<file path="src/rtl/fpsh_pkg.sv">
// fpsh_pkg: shared types, widths and constants of the heater regulator
// used by every module of ff_pid_slew_limited_heater, no dependencies
package fpsh_pkg;

    localparam int FRAC_BITS      = 8;
    localparam int INTEGRAL_LIMIT = 80;

    localparam int TEMP_W    = 16;
    localparam int GAIN_W    = 16;
    localparam int CAP_W     = 8;
    localparam int ERR_W     = TEMP_W + 1;
    localparam int PROD_W    = GAIN_W + ERR_W;
    localparam int FULL_W    = 2 * ERR_W;
    localparam int INC_W     = PROD_W - FRAC_BITS;
    localparam int FF_W      = TEMP_W + FRAC_BITS;
    localparam int BASE_W    = PROD_W + 2;
    localparam int RAW_W     = BASE_W + 1;
    localparam int INTEG_W   = 8 + FRAC_BITS;
    localparam int ISHIFT_W  = INTEG_W + FRAC_BITS;
    localparam int NI_W      = INC_W + 1;
    localparam int LEVEL_W   = CAP_W + FRAC_BITS;
    localparam int CAPW_W    = CAP_W + 2 * FRAC_BITS;
    localparam int CFG_IDX_W = 3;
    localparam int CFG_DATA_W = 16;

    localparam logic signed [INTEG_W-1:0] INTEG_MAX = INTEG_W'(INTEGRAL_LIMIT << FRAC_BITS);
    localparam logic signed [INTEG_W-1:0] INTEG_MIN = -INTEG_MAX;
    localparam logic signed [ERR_W-1:0]   WARM_THRESH = ERR_W'(2 << FRAC_BITS);

    typedef enum logic [CFG_IDX_W-1:0] {
        REG_SETPOINT    = 3'd0,
        REG_FEEDFORWARD = 3'd1,
        REG_GAIN_P      = 3'd2,
        REG_GAIN_I      = 3'd3,
        REG_GAIN_D      = 3'd4,
        REG_SLEW_STEP   = 3'd5,
        REG_OUTPUT_CAP  = 3'd6,
        REG_HEAT_ENABLE = 3'd7
    } cfg_index_t;

    typedef enum logic [1:0] {
        SGN_ZERO = 2'd0,
        SGN_POS  = 2'd1,
        SGN_NEG  = 2'd2
    } err_sign_t;

    typedef struct packed {
        logic signed [TEMP_W-1:0] setpoint;
        logic signed [TEMP_W-1:0] feedforward_counts;
        logic [GAIN_W-1:0]        gain_p;
        logic [GAIN_W-1:0]        gain_i;
        logic [GAIN_W-1:0]        gain_d;
        logic [CAP_W-1:0]         slew_step;
        logic [CAP_W-1:0]         output_cap;
        logic                     heat_enable;
    } cfg_t;

    localparam cfg_t CFG_RESET = '{
        setpoint:           16'sd9728,
        feedforward_counts: 16'sd14746,
        gain_p:             16'd3584,
        gain_i:             16'd64,
        gain_d:             16'd2560,
        slew_step:          8'd4,
        output_cap:         8'd140,
        heat_enable:        1'b1
    };

    typedef struct packed {
        logic signed [BASE_W-1:0] base;
        logic signed [INC_W-1:0]  inc;
        logic signed [ERR_W-1:0]  err;
        err_sign_t                sgn;
        logic                     warm;
    } item_t;

endpackage

</file>
<file path="src/rtl/fpsh_cfg.sv">
// fpsh_cfg: configuration register file of the heater regulator
// depends on fpsh_pkg for the register layout and reset values
module fpsh_cfg (
    input  logic                             clk,
    input  logic                             rst_n,
    input  logic                             cfg_write,
    input  logic [fpsh_pkg::CFG_IDX_W-1:0]   cfg_index,
    input  logic [fpsh_pkg::CFG_DATA_W-1:0]  cfg_data,
    output fpsh_pkg::cfg_t                   cfg
);
    import fpsh_pkg::*;

    cfg_t cfg_reg;
    cfg_t cfg_next;

    always_comb
    begin
        cfg_next = cfg_reg;
        if (cfg_write)
        begin
            unique case (cfg_index)
                REG_SETPOINT:    cfg_next.setpoint           = $signed(cfg_data[TEMP_W-1:0]);
                REG_FEEDFORWARD: cfg_next.feedforward_counts = $signed(cfg_data[TEMP_W-1:0]);
                REG_GAIN_P:      cfg_next.gain_p             = cfg_data[GAIN_W-1:0];
                REG_GAIN_I:      cfg_next.gain_i             = cfg_data[GAIN_W-1:0];
                REG_GAIN_D:      cfg_next.gain_d             = cfg_data[GAIN_W-1:0];
                REG_SLEW_STEP:   cfg_next.slew_step          = cfg_data[CAP_W-1:0];
                REG_OUTPUT_CAP:  cfg_next.output_cap         = cfg_data[CAP_W-1:0];
                REG_HEAT_ENABLE: cfg_next.heat_enable        = cfg_data[0];
            endcase
        end
    end

    always_ff @(posedge clk or negedge rst_n)
    begin
        if (!rst_n)
        begin
            cfg_reg <= CFG_RESET;
        end
        else
        begin
            cfg_reg <= cfg_next;
        end
    end

    assign cfg = cfg_reg;

endmodule

</file>
<file path="config.mk">
export PLATFORM = sky130hd
export DESIGN_NAME = fpsh_cfg
export DESIGN_NICKNAME = d
export VERILOG_FILES = /design/src/rtl/fpsh_pkg.sv /design/src/rtl/fpsh_cfg.sv
export SDC_FILE = /design/constraint.sdc
export NUM_CORES = 1
export LEC_CHECK = 0
export BUFFER_PORTS_ARGS = -buffer_cell sky130_fd_sc_hd__buf_2
export CORE_MARGIN = 5
export CORE_UTILIZATION = 50
export DETAILED_ROUTE_END_ITERATION = 10
export PLACE_DENSITY = 0.8
export REMOVE_ABC_BUFFERS = 1
export SYNTH_ARGS = -nofsm -noshare
export SYNTH_HDL_FRONTEND = slang
export SYNTH_SLANG_ARGS = --single-unit
</file>
<file path="constraint.sdc">
create_clock -name clk -period 1.3 [get_ports clk]
set_clock_uncertainty 0.2 [all_clocks]
set_input_delay 0.26 -clock clk [delete_from_list [all_inputs] [get_ports clk]]
set_output_delay 0.26 -clock clk [all_outputs]
set_load 0.02 [all_outputs]
</file>
# == Word level (Yosys, flattened, before mapping) ==
# Index checks and enable logic that the tools add are counted.
# word_totals
register_bits,97
wordCells,24
# classes
eq_ne,7
n_reduce_logical,9
# ops
cell,n
AND reduction 2 bit,8
equality test 3 bit (second input constant),4
equality test 3 x 2 -> 1 bit (second input constant),2
equality test 3 x 1 -> 1 bit (second input constant),1
zero test 3 bit,1

# == Longest topological paths before layout ==
# logic_depth
word_depth,2
ltp_mapped,5
mapped_depth_nobuf,2

# == Worst setup path before layout ==
# Ideal clock, no wire load.
# synth_timing
kind,input to register
startpoint,input cfg_index[0] in the netlist's numbering
endpoint,"register cfg_reg, in the netlist cfg[87]"
setup_ps,125
t_arrival_ps,1347
required_ps,975
path_slack_ps,-372
path_stages,4
path_cell_list,buf_6 nor4b_4 buf_8 mux2_4
# synth_between
elab_chain_len,2
# synth_lines
element,line_no,text
"start, declared",fpsh_cfg.sv:7,"input logic [fpsh_pkg::CFG_IDX_W-1:0] cfg_index,"
zero test 3 bit,fpsh_cfg.sv:21,unique case (cfg_index)
AND reduction 2 bit (no source line),--,
"end signal, assigned",fpsh_cfg.sv:42,cfg_reg <= cfg_next;
"end, declared",fpsh_cfg.sv:13,cfg_t cfg_reg;
# No other way between the ends.
# A chain may end at the register's enable or synchronous reset.

# == Worst setup path in the final report ==
# layout_timing
startpoint,"register cfg_reg, in the netlist cfg[91]"
endpoint,output cfg[91] in the netlist's numbering
# layout_rtl
element,line_no,text
"end, declared",fpsh_cfg.sv:9,output fpsh_pkg::cfg_t cfg
# No word-level cell between the ends.

==> impl_results.md <==
- Run status: finished, violations left
- Failing checks: setup timing
- Critical path's slowest cell: dfstp_2
- Vias/cell: 5.08
- Setup crit start kind: flip-flop
- Gp weighted congestion: 0.760
- DIE AREA: roughly 0.0094 mm^2
- Slew HR: 0.784
- Hold Crit Class: input pin to flip-flop
- CTS root buf: clkbuf_8
- First-pass GRT wire length: about 16 mm
- Die H: roughly 97 um
- Inserted Diodes: 0
- Max frequency: around 0.67 GHz
- I/O pin total: 119
- Placed Instance Area: around 0.0047 mm^2
- Initial core utilization: 0.518
- Share of layout cells above drive strength 1: 0.782
- Antenna Nets Post-Route: 0
- Crit Path Class: flip-flop to primary output
- TritonCTS buffer count: 9
- Pre-CTS worst setup slack: -0.420 ns
- Leakage power: 2.72 nW
- Post-synthesis register bit count: between 90 and 100
- WL final: just under 10 mm
- Syn Std Cell Area: approximately 0.0038 mm^2
- VDD IR-drop max: ~1.1 mV
- Post-synthesis sequential area ratio: 0.650
- Residual DRC: 0
- DR pass1 iterations: 4
- Crit end category: primary output
- Final Hold Vio Count: 0
- Crit path cell chain: buf_6
- Gr usage total: 0.215
- Fin Hold WS: between 0.015 and 0.02 ns
- Least-Margin Pin Slew: roughly 0.32 ns
- Synth cell types: 13
- Vias: around 2,500
- Period utilization: 1.15
- # rows: 31
- Largest net degree at the start of global routing: 24
- CP Buf/Inv Count: 1
- Max capacitance violation total: 0
- Total congestion overflow: 0
- Area grow syn2layout: 54.9%
- Total core area: approximately 0.0073 mm^2
- Clock Latency Late Sink: between 0.3 and 0.4 ns
- Setup WS post-layout: -0.197 ns
- Clock sinks: 97
- WP data arrival: 1.04 ns
- IO Port Bufs: 118
- Tmin final: 1.50 ns
- Fin. max-slew vios: 0
- Syn. warnings: 0
- Vias in the first global route: about 2,800
- CTS tree: built
- H-Tree Depth: 3
- Crit path max-delay family: flip-flops
- Detailed Place HPWL: approximately 6.0 mm
- RSZ-0062 raised after global routing: true
- Pwr/cell area: approximately 1700 mW/mm^2
- Max FO, Critical Path: 2
- Per-cell routed wire length: between 15 and 20 um
- Syn Area/Cell: 17.7 um^2
- Tot Pwr: 9.80 mW
- Die W: about 97 um
- Initial antenna violation count: 0
- Final Instance Area: 0.00585 mm^2
- CTS Buffer Depth: 2
- Flip-flop count of the largest register after layout: 97
- Required time of the critical path: roughly 0.84 ns
- Mapped Cells: between 200 and 250
- Iter 0 DRT Violations: 50
- Count of final setup violators: slightly below 100
- Crit-path max cell delay: about 0.56 ns
- Reg clk slew, reported paths: ~0.1 ns
- Final-stage net count: around 420
==> per-layer routing <==
metal  track usage  vias to the layer above  wire, um  part of all wire
met5             0                        -         0                 0
met4        0.0659                        0       121             0.012
met3        0.0597                       11       533             0.054
met2         0.366                       81      5200              0.53
met1         0.267                     1314      4030              0.41
li1              -                     1124         -                 -
==> synthesized netlist by cell type, drive strengths merged <==
master,count,area share
buf,12,0.026
dfrtp,75,0.50
dfstp,22,0.15
mux2,97,0.30
nand4,1,0.0017
nand4b,3,0.0086
nor4b,1,0.0063
nor4bb,3,0.0079
==> area by class of cell <==
cell class                 count  area [um^2]
tap                           99          124
sequential                    97         2450
timing repair buffer         181         1830
multi-input combinational    105         1270
clock inverter                 6         43.8
clock buffer                  10          128
fill                         386         1440
==> placed cells by master (no fill, tap or decap), drive strengths merged <==
cell | Yosys | layout
nor4b | 1 | 1
dfstp | 22 | 22
clkbuf | 0 | 11
dfrtp | 75 | 75
inv | 0 | 1
clkinv | 0 | 4
clkinvlp | 0 | 1
dlygate4sd3 | 0 | 8
nor4bb | 3 | 3
nand4 | 1 | 1
nand4b | 3 | 3
mux2 | 97 | 97
buf | 12 | 172
==> final timing paths <==
| kind | start | endpoint | slack, ns | cells past startpoint |
|---|---|---|---|---|
| max | cfg[91]$_DFFE_PN1P_ | cfg[91] | -0.20 | 1 |
| min | cfg_data[13] | cfg[94]$_DFFE_PN1P_ | 0.02 | 2 |
| max reg2reg | cfg[23]$_DFFE_PN0P_ | cfg[23]$_DFFE_PN0P_ | 0.06 | 3 |
| min reg2reg | cfg[63]$_DFFE_PN0P_ | cfg[63]$_DFFE_PN0P_ | 0.34 | 1 |
| max in group asynchronous | rst_n | cfg[73]$_DFFE_PN1P_ | 0.18 | 3 |
| min in group asynchronous | rst_n | cfg[75]$_DFFE_PN0P_ | 0.16 | 2 |
==> power by group <==
group	switching, mW	total [mW]	leakage [nW]	internal (mW)
logic	1.60	3.74	1.50	2.14
registers	0.526	4.32	1.13	3.80
clock network	1.03	1.74	0.0866	0.704
total	3.16	9.80	2.72	6.64
==> through the flow <==
stage	util	TNS, ns	instances
floorplan	-	-74.24	202
global placement	0.641	-29.46	439
detailed placement	0.641	-30.67	439
CTS	0.782	-9.37	484
global route	0.803	-11.69	498
finish	0.803	-7.83	498
==> what timing repair did <==
item	in CTS	in global routing
endpoints found under the hold margin	112	0
resized for setup	198	7
endpoints found under the setup margin	123	129
gates cloned	0	1
pin swaps	1	1
setup buffers	21	13
hold buffers	8	0
==> cells by family (layout without fill, tap and decap cells) <==
kind of cell | count (synthesis) | in the layout | synth area share
simple gates | 8 | 8 | 0.0245
mux | 97 | 97 | 0.299
flops | 97 | 97 | 0.650
buf+inv | 12 | 197 | 0.0265
Note: power is estimated with default switching activity, not from simulation.
