File: config.mk
export PLATFORM = sky130hd
export DESIGN_NAME = fpsh_loop
export DESIGN_NICKNAME = d
export VERILOG_FILES = /design/src/rtl/fpsh_pkg.sv /design/src/rtl/fpsh_loop.sv
export SDC_FILE = /design/constraint.sdc
export NUM_CORES = 1
export LEC_CHECK = 0
export BUFFER_PORTS_ARGS = -buffer_cell sky130_fd_sc_hd__buf_2
export CELL_PAD_IN_SITES_DETAIL_PLACEMENT = 1
export CELL_PAD_IN_SITES_GLOBAL_PLACEMENT = 2
export CORE_UTILIZATION = 33
export CTS_BUF_LIST = sky130_fd_sc_hd__clkbuf_4
export DETAILED_ROUTE_END_ITERATION = 12
export PLACE_DENSITY = 0.9
export SLEW_MARGIN = 10
export SYNTH_ARGS = -nofsm -noshare
export SYNTH_HDL_FRONTEND = slang
export SYNTH_SLANG_ARGS = --single-unit
File: constraint.sdc
create_clock -name clk -period 16.3 [get_ports clk]
set_input_delay 3.26 -clock clk [delete_from_list [all_inputs] [get_ports clk]]
set_output_delay 3.26 -clock clk [all_outputs]
set_load 0.05 [all_outputs]
File: src/rtl/fpsh_pkg.sv
// fpsh_pkg: shared types, widths and constants of the heater regulator
// used by every module of ff_pid_slew_limited_heater, no dependencies
package fpsh_pkg;

    localparam int FRAC_BITS      = 8;
    localparam int INTEGRAL_LIMIT = 80;

    localparam int TEMP_W    = 16;
    localparam int GAIN_W    = 16;
    localparam int CAP_W     = 8;
    localparam int ERR_W     = TEMP_W + 1;
    localparam int PROD_W    = GAIN_W + ERR_W;
    localparam int FULL_W    = 2 * ERR_W;
    localparam int INC_W     = PROD_W - FRAC_BITS;
    localparam int FF_W      = TEMP_W + FRAC_BITS;
    localparam int BASE_W    = PROD_W + 2;
    localparam int RAW_W     = BASE_W + 1;
    localparam int INTEG_W   = 8 + FRAC_BITS;
    localparam int ISHIFT_W  = INTEG_W + FRAC_BITS;
    localparam int NI_W      = INC_W + 1;
    localparam int LEVEL_W   = CAP_W + FRAC_BITS;
    localparam int CAPW_W    = CAP_W + 2 * FRAC_BITS;
    localparam int CFG_IDX_W = 3;
    localparam int CFG_DATA_W = 16;

    localparam logic signed [INTEG_W-1:0] INTEG_MAX = INTEG_W'(INTEGRAL_LIMIT << FRAC_BITS);
    localparam logic signed [INTEG_W-1:0] INTEG_MIN = -INTEG_MAX;
    localparam logic signed [ERR_W-1:0]   WARM_THRESH = ERR_W'(2 << FRAC_BITS);

    typedef enum logic [CFG_IDX_W-1:0] {
        REG_SETPOINT    = 3'd0,
        REG_FEEDFORWARD = 3'd1,
        REG_GAIN_P      = 3'd2,
        REG_GAIN_I      = 3'd3,
        REG_GAIN_D      = 3'd4,
        REG_SLEW_STEP   = 3'd5,
        REG_OUTPUT_CAP  = 3'd6,
        REG_HEAT_ENABLE = 3'd7
    } cfg_index_t;

    typedef enum logic [1:0] {
        SGN_ZERO = 2'd0,
        SGN_POS  = 2'd1,
        SGN_NEG  = 2'd2
    } err_sign_t;

    typedef struct packed {
        logic signed [TEMP_W-1:0] setpoint;
        logic signed [TEMP_W-1:0] feedforward_counts;
        logic [GAIN_W-1:0]        gain_p;
        logic [GAIN_W-1:0]        gain_i;
        logic [GAIN_W-1:0]        gain_d;
        logic [CAP_W-1:0]         slew_step;
        logic [CAP_W-1:0]         output_cap;
        logic                     heat_enable;
    } cfg_t;

    localparam cfg_t CFG_RESET = '{
        setpoint:           16'sd9728,
        feedforward_counts: 16'sd14746,
        gain_p:             16'd3584,
        gain_i:             16'd64,
        gain_d:             16'd2560,
        slew_step:          8'd4,
        output_cap:         8'd140,
        heat_enable:        1'b1
    };

    typedef struct packed {
        logic signed [BASE_W-1:0] base;
        logic signed [INC_W-1:0]  inc;
        logic signed [ERR_W-1:0]  err;
        err_sign_t                sgn;
        logic                     warm;
    } item_t;

endpackage

File: src/rtl/fpsh_loop.sv
// fpsh_loop: integral update, drive clamp, slew limit and result register
// depends on fpsh_pkg; takes item_t from fpsh_front
module fpsh_loop (
    input  logic                                clk,
    input  logic                                rst_n,
    input  fpsh_pkg::cfg_t                      cfg,
    input  logic                                item_valid,
    output logic                                item_ready,
    input  fpsh_pkg::item_t                     item,
    output logic                                out_valid,
    input  logic                                out_ready,
    output logic [fpsh_pkg::CAP_W-1:0]          dac_value,
    output logic signed [fpsh_pkg::ERR_W-1:0]   error_value,
    output logic                                below_warm
);
    import fpsh_pkg::*;

    logic                       take;
    logic                       halve;
    logic                       in_window;
    logic signed [INTEG_W-1:0]  integ_reg;
    logic signed [INTEG_W-1:0]  integ_next;
    logic signed [INTEG_W-1:0]  integ0;
    logic signed [INTEG_W-1:0]  integ_clamp;
    logic signed [INTEG_W-1:0]  integ1;
    logic signed [ISHIFT_W-1:0] ishift0;
    logic signed [ISHIFT_W-1:0] ishift1;
    logic signed [NI_W-1:0]     ni_full;
    logic signed [RAW_W-1:0]    raw1;
    logic signed [RAW_W-1:0]    raw2;
    logic signed [CAPW_W:0]     cap_w;
    logic [CAPW_W-1:0]          drive;
    logic [LEVEL_W-1:0]         u;
    logic [LEVEL_W-1:0]         slew_w;
    logic [LEVEL_W:0]           hi;
    logic signed [LEVEL_W+1:0]  lo;
    logic [LEVEL_W-1:0]         level_reg;
    logic [LEVEL_W-1:0]         level_next;
    err_sign_t                  sgn_reg;
    err_sign_t                  sgn_next;
    logic                       out_valid_reg;
    logic [CAP_W-1:0]           dac_reg;
    logic signed [ERR_W-1:0]    err_reg;
    logic                       warm_reg;

    assign item_ready = !out_valid_reg || out_ready;
    assign take       = item_valid && item_ready;

    assign halve = (item.sgn == SGN_POS && sgn_reg == SGN_NEG)
                || (item.sgn == SGN_NEG && sgn_reg == SGN_POS);
    assign integ0  = halve ? (integ_reg >>> 1) : integ_reg;
    assign ishift0 = {integ0, {FRAC_BITS{1'b0}}};
    assign cap_w   = {1'b0, cfg.output_cap, {(2 * FRAC_BITS){1'b0}}};
    assign raw1    = RAW_W'(item.base) + RAW_W'(ishift0);

    assign in_window = (raw1 > 0) && (raw1 < RAW_W'(cap_w));
    assign ni_full   = NI_W'(integ0) + NI_W'(item.inc);

    always_comb
    begin
        if (ni_full > NI_W'(INTEG_MAX))
        begin
            integ_clamp = INTEG_MAX;
        end
        else if (ni_full < NI_W'(INTEG_MIN))
        begin
            integ_clamp = INTEG_MIN;
        end
        else
        begin
            integ_clamp = ni_full[INTEG_W-1:0];
        end
    end

    assign integ1  = in_window ? integ_clamp : integ0;
    assign ishift1 = {integ1, {FRAC_BITS{1'b0}}};
    assign raw2    = RAW_W'(item.base) + RAW_W'(ishift1);

    always_comb
    begin
        if (raw2 < 0)
        begin
            drive = '0;
        end
        else if (raw2 > RAW_W'(cap_w))
        begin
            drive = cap_w[CAPW_W-1:0];
        end
        else
        begin
            drive = raw2[CAPW_W-1:0];
        end
    end

    assign u      = drive[CAPW_W-1:FRAC_BITS];
    assign slew_w = {cfg.slew_step, {FRAC_BITS{1'b0}}};
    assign hi     = {1'b0, level_reg} + {1'b0, slew_w};
    assign lo     = $signed({2'b00, level_reg}) - $signed({2'b00, slew_w});

    always_comb
    begin
        integ_next = integ1;
        sgn_next   = item.sgn;
        if (!cfg.heat_enable)
        begin
            integ_next = '0;
            level_next = '0;
            sgn_next   = sgn_reg;
        end
        else if ({1'b0, u} > hi)
        begin
            level_next = hi[LEVEL_W-1:0];
        end
        else if ($signed({2'b00, u}) < lo)
        begin
            level_next = lo[LEVEL_W-1:0];
        end
        else
        begin
            level_next = u;
        end
    end

    always_ff @(posedge clk or negedge rst_n)
    begin
        if (!rst_n)
        begin
            out_valid_reg <= 1'b0;
            integ_reg     <= '0;
            level_reg     <= '0;
            sgn_reg       <= SGN_ZERO;
        end
        else
        begin
            if (take)
            begin
                out_valid_reg <= 1'b1;
                integ_reg     <= integ_next;
                level_reg     <= level_next;
                sgn_reg       <= sgn_next;
            end
            else if (out_ready)
            begin
                out_valid_reg <= 1'b0;
            end
        end
    end

    always_ff @(posedge clk)
    begin
        if (take)
        begin
            dac_reg  <= level_next[LEVEL_W-1:FRAC_BITS];
            err_reg  <= item.err;
            warm_reg <= item.warm;
        end
    end

    assign out_valid   = out_valid_reg;
    assign dac_value   = dac_reg;
    assign error_value = err_reg;
    assign below_warm  = warm_reg;

`ifndef SYNTHESIS
    a_integ_bounded: assert property (@(posedge clk) disable iff (!rst_n)
        (integ_reg <= INTEG_MAX) && (integ_reg >= INTEG_MIN))
        else $error("integral outside its limit");

    a_slew_step: assert property (@(posedge clk) disable iff (!rst_n)
        (take && cfg.heat_enable) |=>
            ({1'b0, level_reg} <= {1'b0, $past(level_reg)} + {1'b0, $past(slew_w)})
            && ({1'b0, level_reg} + {1'b0, $past(slew_w)} >= {1'b0, $past(level_reg)}))
        else $error("output moved by more than the slew step");

    a_below_cap: assert property (@(posedge clk) disable iff (!rst_n)
        (take && cfg.heat_enable) |=>
            (level_reg <= {$past(cfg.output_cap), {FRAC_BITS{1'b0}}})
            || (level_reg <= $past(level_reg)))
        else $error("output rose above the cap");

    a_disabled_off: assert property (@(posedge clk) disable iff (!rst_n)
        (take && !cfg.heat_enable) |=>
            (dac_value == '0) && (level_reg == '0) && (integ_reg == '0))
        else $error("heater not forced off while disabled");
`endif

endmodule

# ---- Yosys cells after proc, flatten, opt, wreduce, memory -nomap -nowiden
# Cells that the tools add are included.
dict set report word_totals {
  mem_bits_rw 0
  input_bits 181
  latchBits 0
  output_inout_bits 28
  n_memories 0
  romBits 0
  register_bits 61
}
dict set report classes {
  addsub 5
  eq_ne 4
  multipliers 0
  bitwise 0
  order_cmp 8
  n_reduce_logical 9
  shift 0
  div_mod_pow 0
  muxes 12
}
# op count
set ops {}
lappend ops {{2-to-1 mux 16 bit} 7}
lappend ops {{adder 35 x 24 -> 36 bit} 2}
lappend ops {{2-to-1 mux 24 bit} 2}
lappend ops {{> comparator 36 x 1 -> 1 bit, second input constant} 1}
lappend ops {{> comparator 36 x 25 -> 1 bit} 1}
lappend ops {{less-than comparator 36 x 1 -> 1 bit, second input constant} 1}
lappend ops {{less-than comparator 36 x 25 -> 1 bit} 1}
lappend ops {{adder 16 x 25 -> 26 bit} 1}
lappend ops {{> comparator 26 x 16 -> 1 bit, second input constant} 1}
lappend ops {{less-than comparator 26 x 16 -> 1 bit, second input constant} 1}
lappend ops {{adder 16 x 16 -> 17 bit} 1}
lappend ops {{> comparator 16 x 17 -> 1 bit} 1}
lappend ops {{less-than comparator 17 bit} 1}
lappend ops {{subtractor 16 x 16 -> 17 bit} 1}
lappend ops {{2-to-1 mux 15 bit} 1}
lappend ops {{equality test 2 x 1 -> 1 bit, second input constant} 2}
lappend ops {{equality test 2 bit, second input constant} 2}
lappend ops {{logical AND 1 bit} 4}
lappend ops {{logical OR 1 bit} 2}
lappend ops {{2-to-1 mux 1 bit} 2}
lappend ops {{AND reduction 2 bit} 1}
lappend ops {{nonzero test 2 bit} 1}
lappend ops {{logical NOT 1 bit} 1}

# ---- Logic depth before layout (Yosys ltp)
# Gate-level depths: netlist (run 1).
dict set report logic_depth {
  word_depth 17
  ltp_mapped 56
}

# ---- Worst setup path before layout (run 1)
# No wires, ideal clock.
dict set report synth_timing {
  path_type {input port to flip-flop}
  start {input port item[2] (netlist name)}
  end {register dac_reg[1], in the netlist dac_value[1] (data pin)}
  required_ns 16.027
  arrival_ns 14.510
  setup_ns 0.273
  path_stages 53
  setup_slack_ns 1.517
  cell_sequence {nor4bb_1 nor2_1 clkbuf_1 mux2i_1 inv_1 ha_1 clkbuf_1 nand4_1 a211oi_1 nor2_1 o21ai_0 xor2_1 ha_1 a211oi_1 nor2_1 nor4_1 nand3_1 a2111o_1 (+17 left out) a2111oi_0 nand4_1 nor2_1 clkbuf_1 nand2_1 a21oi_1 ha_1 a21o_1 a21oi_1 a21boi_0 o311ai_0 a31o_2 o211ai_1 nor2b_1 clkbuf_1 and4_1 a31oi_1 a31oi_1}
}
dict set report synth_via {
  elab_chain_cells 17
}
# item line
set synth_rtl {}
lappend synth_rtl {{from (decl)} fpsh_loop.sv:9} ;# input fpsh_pkg::item_t item,
lappend synth_rtl {{equality test 2 x 1 -> 1 bit or equality test 2 bit (tied branches)} {fpsh_loop.sv:49, fpsh_loop.sv:50}}
lappend synth_rtl {{logical AND 1 bit (on tied branches)} {fpsh_loop.sv:49, fpsh_loop.sv:50}}
lappend synth_rtl {{logical OR 1 bit *} fpsh_loop.sv:50} ;# || (item.sgn == SGN_NEG && sgn_reg == SGN_POS);
lappend synth_rtl {{2-to-1 mux 15 bit *} fpsh_loop.sv:51} ;# assign integ0 = halve ? (integ_reg >>> 1) : integ_reg;
lappend synth_rtl {{adder 16 x 25 -> 26 bit} fpsh_loop.sv:57} ;# assign ni_full = NI_W'(integ0) + NI_W'(item.inc);
lappend synth_rtl {{less-than comparator 26 x 16 -> 1 bit} fpsh_loop.sv:65} ;# else if (ni_full < NI_W'(INTEG_MIN))
lappend synth_rtl {{2-to-1 mux 16 bit} fpsh_loop.sv:65}
lappend synth_rtl {{2-to-1 mux 16 bit} fpsh_loop.sv:61} ;# if (ni_full > NI_W'(INTEG_MAX))
lappend synth_rtl {{(+2 left out)} -}
lappend synth_rtl {{> comparator 36 x 25 -> 1 bit} fpsh_loop.sv:85} ;# else if (raw2 > RAW_W'(cap_w))
lappend synth_rtl {{2-to-1 mux 24 bit} fpsh_loop.sv:85}
lappend synth_rtl {{2-to-1 mux 24 bit *} fpsh_loop.sv:81} ;# if (raw2 < 0)
lappend synth_rtl {{less-than comparator 17 bit} fpsh_loop.sv:114} ;# else if ($signed({2'b00, u}) < lo)
lappend synth_rtl {{2-to-1 mux 16 bit} fpsh_loop.sv:114}
lappend synth_rtl {{2-to-1 mux 16 bit *} fpsh_loop.sv:110} ;# else if ({1'b0, u} > hi)
lappend synth_rtl {{2-to-1 mux 16 bit *} fpsh_loop.sv:104} ;# if (!cfg.heat_enable)
lappend synth_rtl {{net level_next[9]} fpsh_loop.sv:38} ;# logic [LEVEL_W-1:0] level_next;
lappend synth_rtl {{to (signal assigned)} fpsh_loop.sv:153} ;# dac_reg <= level_next[LEVEL_W-1:FRAC_BITS];
lappend synth_rtl {{to (decl)} fpsh_loop.sv:42} ;# logic [CAP_W-1:0] dac_reg;
# The timed path passes the listed nets; every way through them passes the cells marked *.
# A chain may end at the register's enable or synchronous reset.

# ---- Worst setup path after layout (run 1)
dict set report layout_timing {
  start {input port item[1] (netlist name)}
  end {register level_reg[1]}
}
dict set report layout_via {
  elab_chain_cells 17
}
# item line
set layout_rtl {}
lappend layout_rtl {{equality test 2 x 1 -> 1 bit or equality test 2 bit (tied branches)} {fpsh_loop.sv:49, fpsh_loop.sv:50}}
lappend layout_rtl {{logical AND 1 bit (on tied branches)} {fpsh_loop.sv:49, fpsh_loop.sv:50}}
lappend layout_rtl {{logical OR 1 bit *} fpsh_loop.sv:50}
lappend layout_rtl {{2-to-1 mux 15 bit *} fpsh_loop.sv:51}
lappend layout_rtl {{adder 16 x 25 -> 26 bit} fpsh_loop.sv:57}
lappend layout_rtl {{less-than comparator 26 x 16 -> 1 bit} fpsh_loop.sv:65}
lappend layout_rtl {{2-to-1 mux 16 bit} fpsh_loop.sv:65}
lappend layout_rtl {{2-to-1 mux 16 bit} fpsh_loop.sv:61}
lappend layout_rtl {{2-to-1 mux 16 bit *} fpsh_loop.sv:75} ;# assign integ1 = in_window ? integ_clamp : integ0;
lappend layout_rtl {{adder 35 x 24 -> 36 bit *} fpsh_loop.sv:77} ;# assign raw2 = RAW_W'(item.base) + RAW_W'(ishift1);
lappend layout_rtl {{> comparator 36 x 25 -> 1 bit} fpsh_loop.sv:85}
lappend layout_rtl {{2-to-1 mux 24 bit} fpsh_loop.sv:85}
lappend layout_rtl {{2-to-1 mux 24 bit *} fpsh_loop.sv:81}
lappend layout_rtl {{less-than comparator 17 bit} fpsh_loop.sv:114}
lappend layout_rtl {{2-to-1 mux 16 bit} fpsh_loop.sv:114}
lappend layout_rtl {{2-to-1 mux 16 bit *} fpsh_loop.sv:110}
lappend layout_rtl {{2-to-1 mux 16 bit *} fpsh_loop.sv:104}
lappend layout_rtl {{to (signal assigned)} fpsh_loop.sv:139} ;# level_reg <= level_next;
lappend layout_rtl {{to (decl)} fpsh_loop.sv:37} ;# logic [LEVEL_W-1:0] level_reg;
# Mark *: on every way between the ends. The rest lies on a longest branch, timed or not.

==> out/qor.yml, run 1 <==
clock_network:
  tritoncts: "built"
  clk_root_buffer_cell: "sky130_fd_sc_hd__clkbuf_4"
  clkSinkCount: 61
  clock_edge_transition_at_the_registers_on_the_reported_setup_and_hold_paths_ps: 130
  clkLatencyLatePin_ps: 460
  tritoncts.num_buffers: 9
  cts-hold-fix-buffers: 0
  h-tree-depth: 3
  cts_max_path_buffers: 2
global_routing:
  grt_first_pass_wirelength_mm: 50.1
  pin_count_of_the_biggest_net_entering_global_routing: 37
  grt_pass1_vias: 10100
  groute.usage.overall_pct: 21.4
  gr-total-overflow: 0
  grt_antenna_before_repair: 1
timing:
  timing.slew.headroom_pct: 33.6
  layout_worst_path_cycle_share_pct: 94.0
  layout_min_cycle_time_ps: 15330
  hold_viol: 0
  finClkSkew_ps: 19.4
  final-setup-viol-count: 0
  fin_worst_hold_slack_ps: 505
  postLayoutSetupSlackWorst_ps: 972
  fmax_ghz: 0.0652
  final_max_slew_viol_count: 0
  fin_setup_tns_ps: 0
  actual_transition_at_the_worst_max_transition_pin_ps: 996
  rsz0062_at_grt: "false"
yosys:
  ys_types: 84
  number_of_synthesized_flops_with_an_enable_pin: 26
  post_synth_inst_count: 1224
  ys_seq_elements: 61
  synth_top_cell_area_share_pct: 17.8
  ys_top_cells_by_area: "sky130_fd_sc_hd__ha_1 18%, sky130_fd_sc_hd__dfrtp_1 9.2%, sky130_fd_sc_hd__edfxtp_1 8.2%, sky130_fd_sc_hd__a21oi_1 6.0%, sky130_fd_sc_hd__nand2_1 5.3%"
  syn_avg_cell_area_um2: 7.77
  synth.largest_area_cell: "sky130_fd_sc_hd__ha_1"
  synth_area_um2: 9520
  seq_area_frac_synth_pct: 17.4
  synth-main-ff-cell: "sky130_fd_sc_hd__dfrtp_1"
  ys_warn_count: 0
  syn_nets: 1545
  async_set_or_reset_register_ratio_after_synthesis_pct: 57.4
hold_path:
  worst_hold_path_type: "reg2reg"
final_layout:
  flip_flop_count_of_the_largest_register_after_layout: 17
  finalNonFillerCells: 1719
  n_fill_cell: 3520
  syn2layout_area_growth_pct: 13.2
  post_route_cells_drive_above_1_share_pct: 15.0
  finish.net_count: 1656
setup_path:
  critPathKind: "in2reg"
  reg2reg_from: "sgn_reg[1]"
  worstSetupEndpointType: "flop"
  critical-path-slowest-cell: "sky130_fd_sc_hd__fa_1"
  critPathMaxStageDelay_ps: 430
  crit_path_max_fanout: 16
  timing.critical_path.to: "level_reg[1]"
  path_buf_inv: 6
  worstReg2RegEnd: "level_reg[1]"
  worst-path-stages: 54
  timing.critical_path.from_type: "input port"
  crit_top_cell: "sky130_fd_sc_hd__ha_1"
  worstPathArrival_ps: 15650
  worstRegToRegCells: 53
  regToRegSetupSlack_ps: 3460
  critical-path-top-delay-family: "compound AO/OA/AOI/OAI gates"
  worstPathRequired_ps: 16620
  cp-startpoint: "item[1]"
drt:
  drt_pre_antenna_iters: 5
  vias_per_cell: 5.71
  antenna_left: 0
  drt-total-wl_mm: 31.8
  drtIter0Drc: 433
  drcViolationCount: 0
  detail_route.wl_per_cell_um: 18.5
  num_vias: 9814
floorplan:
  die_ar_um2: 29500
  placeableCoreArea_um2: 28100
  die_h_um: 172
  rows: 61
  chipWidth_um: 172
  initial_utilization_pct: 33.9
  io_pins: 209
placement:
  numPortBuffers: 128
  place_congestion: 0.882
  detailed_place_hpwl_mm: 26.6
  place_inst: 1702
  pre_cts_ws_ps: 89.3
job:
  maxCapViolCount: 0
status:
  run_status: "finished, final reports clean"
power_and_ir_drop:
  leakage_nw: 5.08
  max-vdd-ir-drop_mv: 0.0317
  power.density_nw_per_um2: 59.8
==> routing by layer <==
metal / part of all wire (%) / global-route usage (%) / vias up
met4: 1.8 / 5.23 / 0
met2: 49 / 39.8 / 187
met3: 3.4 / 2.21 / 41
met5: 0 / 0 / -
met1: 46 / 26.0 / 4740
li1: - / - / 4846
==> cell families after synthesis <==
kind of cell	share of synthesized area [%]
buf+inv	4.75
simple gates	21.0
xor+xnor	5.98
fa+ha+maj	18.8
flops	17.4
mux	2.49
compound gates	29.5
==> cell usage after synthesis, drive strengths merged (8+ instances only) <==
master,n
ha,135
nand2,135
a21oi,115
o21ai,79
inv,74
nor2,74
xnor2,42
clkbuf,37
dfrtp,35
nand3,35
nor3,29
a21o,27
edfxtp,26
a31oi,23
xor2,23
nand4,22
o22ai,21
mux2i,18
o211ai,18
a211oi,16
and3,15
nand2b,15
o21a,15
o221ai,15
nor2b,11
and4,10
nor4,10
a21boi,9
o21bai,9
or3,9
and2,8
==> worst min-delay path by stage <==
stage	startpoint	end	slack, ps	cells past startpoint
2_1_floorplan	level_reg[2]	level_reg[2]	450	2
3_3_place_gp	level_reg[6]	level_reg[6]	460	2
3_5_place_dp	level_reg[2]	level_reg[2]	480	2
4_1_cts	level_reg[2]	level_reg[2]	510	2
5_1_grt	level_reg[5]	level_reg[5]	540	2
6_report	level_reg[2]	level_reg[2]	500	2
==> cell usage in the layout, fill, tap and decap left out, types with 8 or more instances in the layout <==
master                     instances
sky130_fd_sc_hd__a21oi_1         114
sky130_fd_sc_hd__nor4_1            9
sky130_fd_sc_hd__nand2b_1         15
sky130_fd_sc_hd__nor2b_1          11
sky130_fd_sc_hd__nor3_1           29
sky130_fd_sc_hd__ha_1            135
sky130_fd_sc_hd__xnor2_1          41
sky130_fd_sc_hd__dfrtp_1          35
sky130_fd_sc_hd__a21boi_0          9
sky130_fd_sc_hd__nand3_1          35
sky130_fd_sc_hd__o211ai_1         17
sky130_fd_sc_hd__mux2i_1          18
sky130_fd_sc_hd__o22ai_1          21
sky130_fd_sc_hd__xor2_1           23
sky130_fd_sc_hd__inv_1            74
sky130_fd_sc_hd__a21o_1           27
sky130_fd_sc_hd__o221ai_2         10
sky130_fd_sc_hd__nand4_1          22
sky130_fd_sc_hd__clkbuf_4          9
sky130_fd_sc_hd__and4_1           10
sky130_fd_sc_hd__o21bai_1          9
sky130_fd_sc_hd__a211oi_1         13
sky130_fd_sc_hd__or3_1             9
sky130_fd_sc_hd__o21ai_0          70
sky130_fd_sc_hd__buf_4            15
sky130_fd_sc_hd__edfxtp_1         26
sky130_fd_sc_hd__o21a_1           15
sky130_fd_sc_hd__o21ai_1           8
sky130_fd_sc_hd__and3_1           15
sky130_fd_sc_hd__and2_1            8
sky130_fd_sc_hd__a31oi_1          23
sky130_fd_sc_hd__nand2_1         134
sky130_fd_sc_hd__buf_2           128
sky130_fd_sc_hd__nor2_1           74
==> worst register-to-register path: cells and delay by family, from the launching register on <==
kind | cells | cell delay, ps
buffers and inverters | 5 | 900
adders and majority gates | 6 | 1970
muxes | 1 | 190
DFF | 1 | 420
and+or+nand+nor | 16 | 3370
xor gates and xnor gates | 2 | 590
AOI/OAI and AO/OA | 23 | 5270
==> repair_timing <==
item | in CTS | in global routing
buffers inserted | 0 | 0
endpoints found under the setup margin | 0 | 24
endpoints found under the hold margin | 0 | 0
gates resized for setup | 0 | 7
==> layout make-up <==
type / count / area, um2 / share of cell area, %
well taps: 378 / 473 / 4.39
inverters: 74 / 278 / 2.58
diodes: 1 / 2.50 / 0.0232
clock inverters: 7 / 105 / 0.976
multi-input cells: 1046 / 7430 / 69.0
clock buffers: 9 / 67.6 / 0.627
repair buffers: 143 / 753 / 6.99
flip-flops and latches: 61 / 1660 / 15.4
==> power breakdown <==
group / internal, mW / leakage, nW / switching [mW]
Clock: 0.0647 / 0.0895 / 0.0734
Sequential: 0.175 / 0.728 / 0.00796
Combinational: 0.121 / 4.26 / 0.202
==> through the flow <==
step / util, % / power [mW] / cell area, um2
after floorplan: - / 0.411 / 9520
after global placement: 37.6 / 0.496 / 10600
after detailed placement: 37.6 / 0.507 / 10600
after CTS: 38.2 / 0.647 / 10700
after global routing: 38.3 / 0.689 / 10800
final: 38.3 / 0.644 / 10800
Power figures use the tool's default switching activity.
==> run 2, diff against run 1 <==
Settings changed: PLACE_DENSITY 0.9 to default, PLACE_DENSITY_LB_ADDON from default to 0.1.
==> out/qor.yml, run 2 (synthesis gave the netlist of run 1 again) <==
floorplan:
  die_h_um: 172  # unchanged
  io_pins: 209  # unchanged
  initial_utilization_pct: 33.9  # unchanged
  rows: 61  # unchanged
  chipWidth_um: 172  # unchanged
  placeableCoreArea_um2: 28100  # unchanged
  die_ar_um2: 29500  # unchanged
final_layout:
  post_route_cells_drive_above_1_share_pct: 15.4  # +0.44 points
  n_fill_cell: 3555  # +0.99%
  finish.net_count: 1663  # +0.42%
  most_common_cell_after_layout_fill_and_taps_aside: "sky130_fd_sc_hd__ha_1"
  finalNonFillerCells: 1726  # +0.41%
  syn2layout_area_growth_pct: 13.7
  layout.cells.most_common_list: "135 x sky130_fd_sc_hd__ha_1, 134 x sky130_fd_sc_hd__nand2_1, 128 x sky130_fd_sc_hd__buf_2"
  flip_flop_count_of_the_largest_register_after_layout: 17  # unchanged
setup_path:
  critical-path-slowest-cell: "sky130_fd_sc_hd__a2111oi_1"
  path_buf_inv: 7  # +1
  crit_path_max_fanout: 16  # unchanged
  worstPathRequired_ps: 16480  # -140 ps
  worstSetupEndpointType: "flop"
  timing.critical_path.from_type: "input port"
  worstRegToRegCells: 52  # -1.9%
  critPathKind: "in2reg"
  critical-path-top-delay-family: "compound AO/OA/AOI/OAI gates"
  reg2reg_from: "sgn_reg[0]"
  worstPathArrival_ps: 15710  # +60 ps
  cp-startpoint: "item[2]"
  critPathMaxStageDelay_ps: 570  # +140 ps
  regToRegSetupSlack_ps: 3260  # -200 ps
  worstReg2RegEnd: "dac_value[2]"
global_routing:
  grt_pass1_vias: 9759  # -3.1%
  pin_count_of_the_biggest_net_entering_global_routing: 36  # -2.7%
  gr-total-overflow: 0  # unchanged
  groute.usage.overall_pct: 22.3  # +0.94 points
  grt_antenna_before_repair: 1  # unchanged
  grt_first_pass_wirelength_mm: 51.7  # +3.3%
  grt_util_met3_pct: 2.23  # +0.023 points
  globalRoute.busiestLayer: "met2"
  met2_usage_in_global_routing_pct: 38.4  # -1.4 points
  grtUsageMet1_pct: 30.5  # +4.5 points
power_and_ir_drop:
  max-vdd-ir-drop_mv: 0.0307  # -3.0%
  intPower_mw: 0.364  # +0.80%
  power_switching_mw: 0.285  # +0.64%
  power_switching_share_pct: 43.9  # about the same
  clk_pwr_share_pct: 21.1  # -0.3 points
  p_comb_share_pct: 50.7  # +0.5 points
  power.density_nw_per_um2: 60.0  # +0.30%
  p_seq_share_pct: 28.2  # -0.2 points
  leakage_nw: 5.12  # +0.75%
hold_path:
  worst_hold_path_type: "reg2reg"
  min_delay_path_depth: 2  # unchanged
  timing.hold.worst_endpoint: "level_reg[6]"
  holdCritStartpoint: "level_reg[6]"
timing:
  hold_viol: 0  # unchanged
  fmax_ghz: 0.0644  # -1.3%
  timing.slew.headroom_pct: 23.5  # -10 points
  finClkSkew_ps: 20.2  # +0.769 ps
  layout_worst_path_cycle_share_pct: 95.3  # +1.2 points
  layout_min_cycle_time_ps: 15530  # +199 ps
  actual_transition_at_the_worst_max_transition_pin_ps: 1130  # +133 ps
  final_max_slew_viol_count: 0  # unchanged
  fin_worst_hold_slack_ps: 502  # -2.76 ps
  final-setup-viol-count: 0  # unchanged
drt:
  drtIter0Drc: 520  # +20%
  num_vias: 9697  # -1.2%
  antenna_left: 0  # unchanged
  vias_per_cell: 5.62  # -1.6%
  drt-total-wl_mm: 32.9  # +3.6%
  drcViolationCount: 0  # unchanged
  detail_route.wl_per_cell_um: 19.1  # +3.1%
  drt_pre_antenna_iters: 5  # unchanged
clock_network:
  clkSinkCount: 61  # unchanged
  h-tree-depth: 3  # unchanged
  clk_root_buffer_cell: "sky130_fd_sc_hd__clkbuf_4"
  clock_edge_transition_at_the_registers_on_the_reported_setup_and_hold_paths_ps: 130  # about the same
  clkLatencyLatePin_ps: 450  # about the same
  tritoncts: "built"
  tritoncts.num_buffers: 9  # unchanged
  cts_max_path_buffers: 2  # unchanged
placement:
  numPortBuffers: 128  # unchanged
  place_congestion: 0.852  # -3.4%
  place_inst: 1706  # +0.24%
  detailed_place_hpwl_mm: 27.5  # +3.2%
job:
  maxCapViolCount: 0  # unchanged
status:
  run_status: "finished, final reports clean"
## run 2: tightest hold or removal path, delay by kind of cell, from the launching register on
| family | cells | cell delay [ps] |
|---|---|---|
| flops | 1 | 370 |
| compound gates | 1 | 60 |
| simple gates | 1 | 50 |
## run 2: power by group through the flow
| stage | sequential [mW] | combinational (mW) | clock [mW] |
|---|---|---|---|
| floorplan | 0.206 | 0.206 | 0 |
| global placement | 0.186 | 0.316 | 0 |
| detailed placement | 0.187 | 0.321 | 0 |
| CTS | 0.183 | 0.323 | 0.141 |
| global route | 0.185 | 0.366 | 0.147 |
| finish | 0.183 | 0.329 | 0.137 |
## run 2: how the worst max path moves through the flow
stage,end,slack (ps),cells after the start
after floorplan,dac_value[1],1520,53
after global placement,level_reg[7],-230,50
after detailed placement,level_reg[6],-250,50
after CTS,level_reg[2],190,50
after global routing,dac_value[3],-9,54
final,dac_value[2],770,53
## run 2: area by class of cell
type	instances	area, um2	area share (%)
Tap cell	378	473	4.37
Timing Repair Buffer	150	806	7.45
Clock buffer	9	67.6	0.625
Clock inverter	7	106	0.983
Antenna cell	1	2.50	0.0231
Sequential cell	61	1660	15.3
Inverter	74	278	2.57
Multi-Input combinational cell	1046	7430	68.7
## run 2: through the flow
step / setup TNS, ps / cell area [um2] / util [%] / setup WS [ps] / power [mW]
finish: 0 / 10800 / 38.5 / 773 / 0.649
global route: -9.31 / 10800 / 38.5 / -9.31 / 0.698
CTS: 0 / 10800 / 38.4 / 192 / 0.647
detailed placement: -1820 / 10600 / 37.7 / -251 / 0.507
global placement: -1300 / 10600 / 37.7 / -229 / 0.502
floorplan: 0 / 9520 / - / 1520 / 0.411
## run 2: layer usage
layer,vias to the layer above,wire [um]
li1,4861,-
met1,4653,16200
met2,166,15200
met3,17,1140
met4,0,311
met5,-,0
## run 2: repair_timing
item	4_1_cts	5_1_grt
hold buffers	0	0
setup endpoints to repair	0	24
gates resized for setup	0	6
buffers inserted	0	3
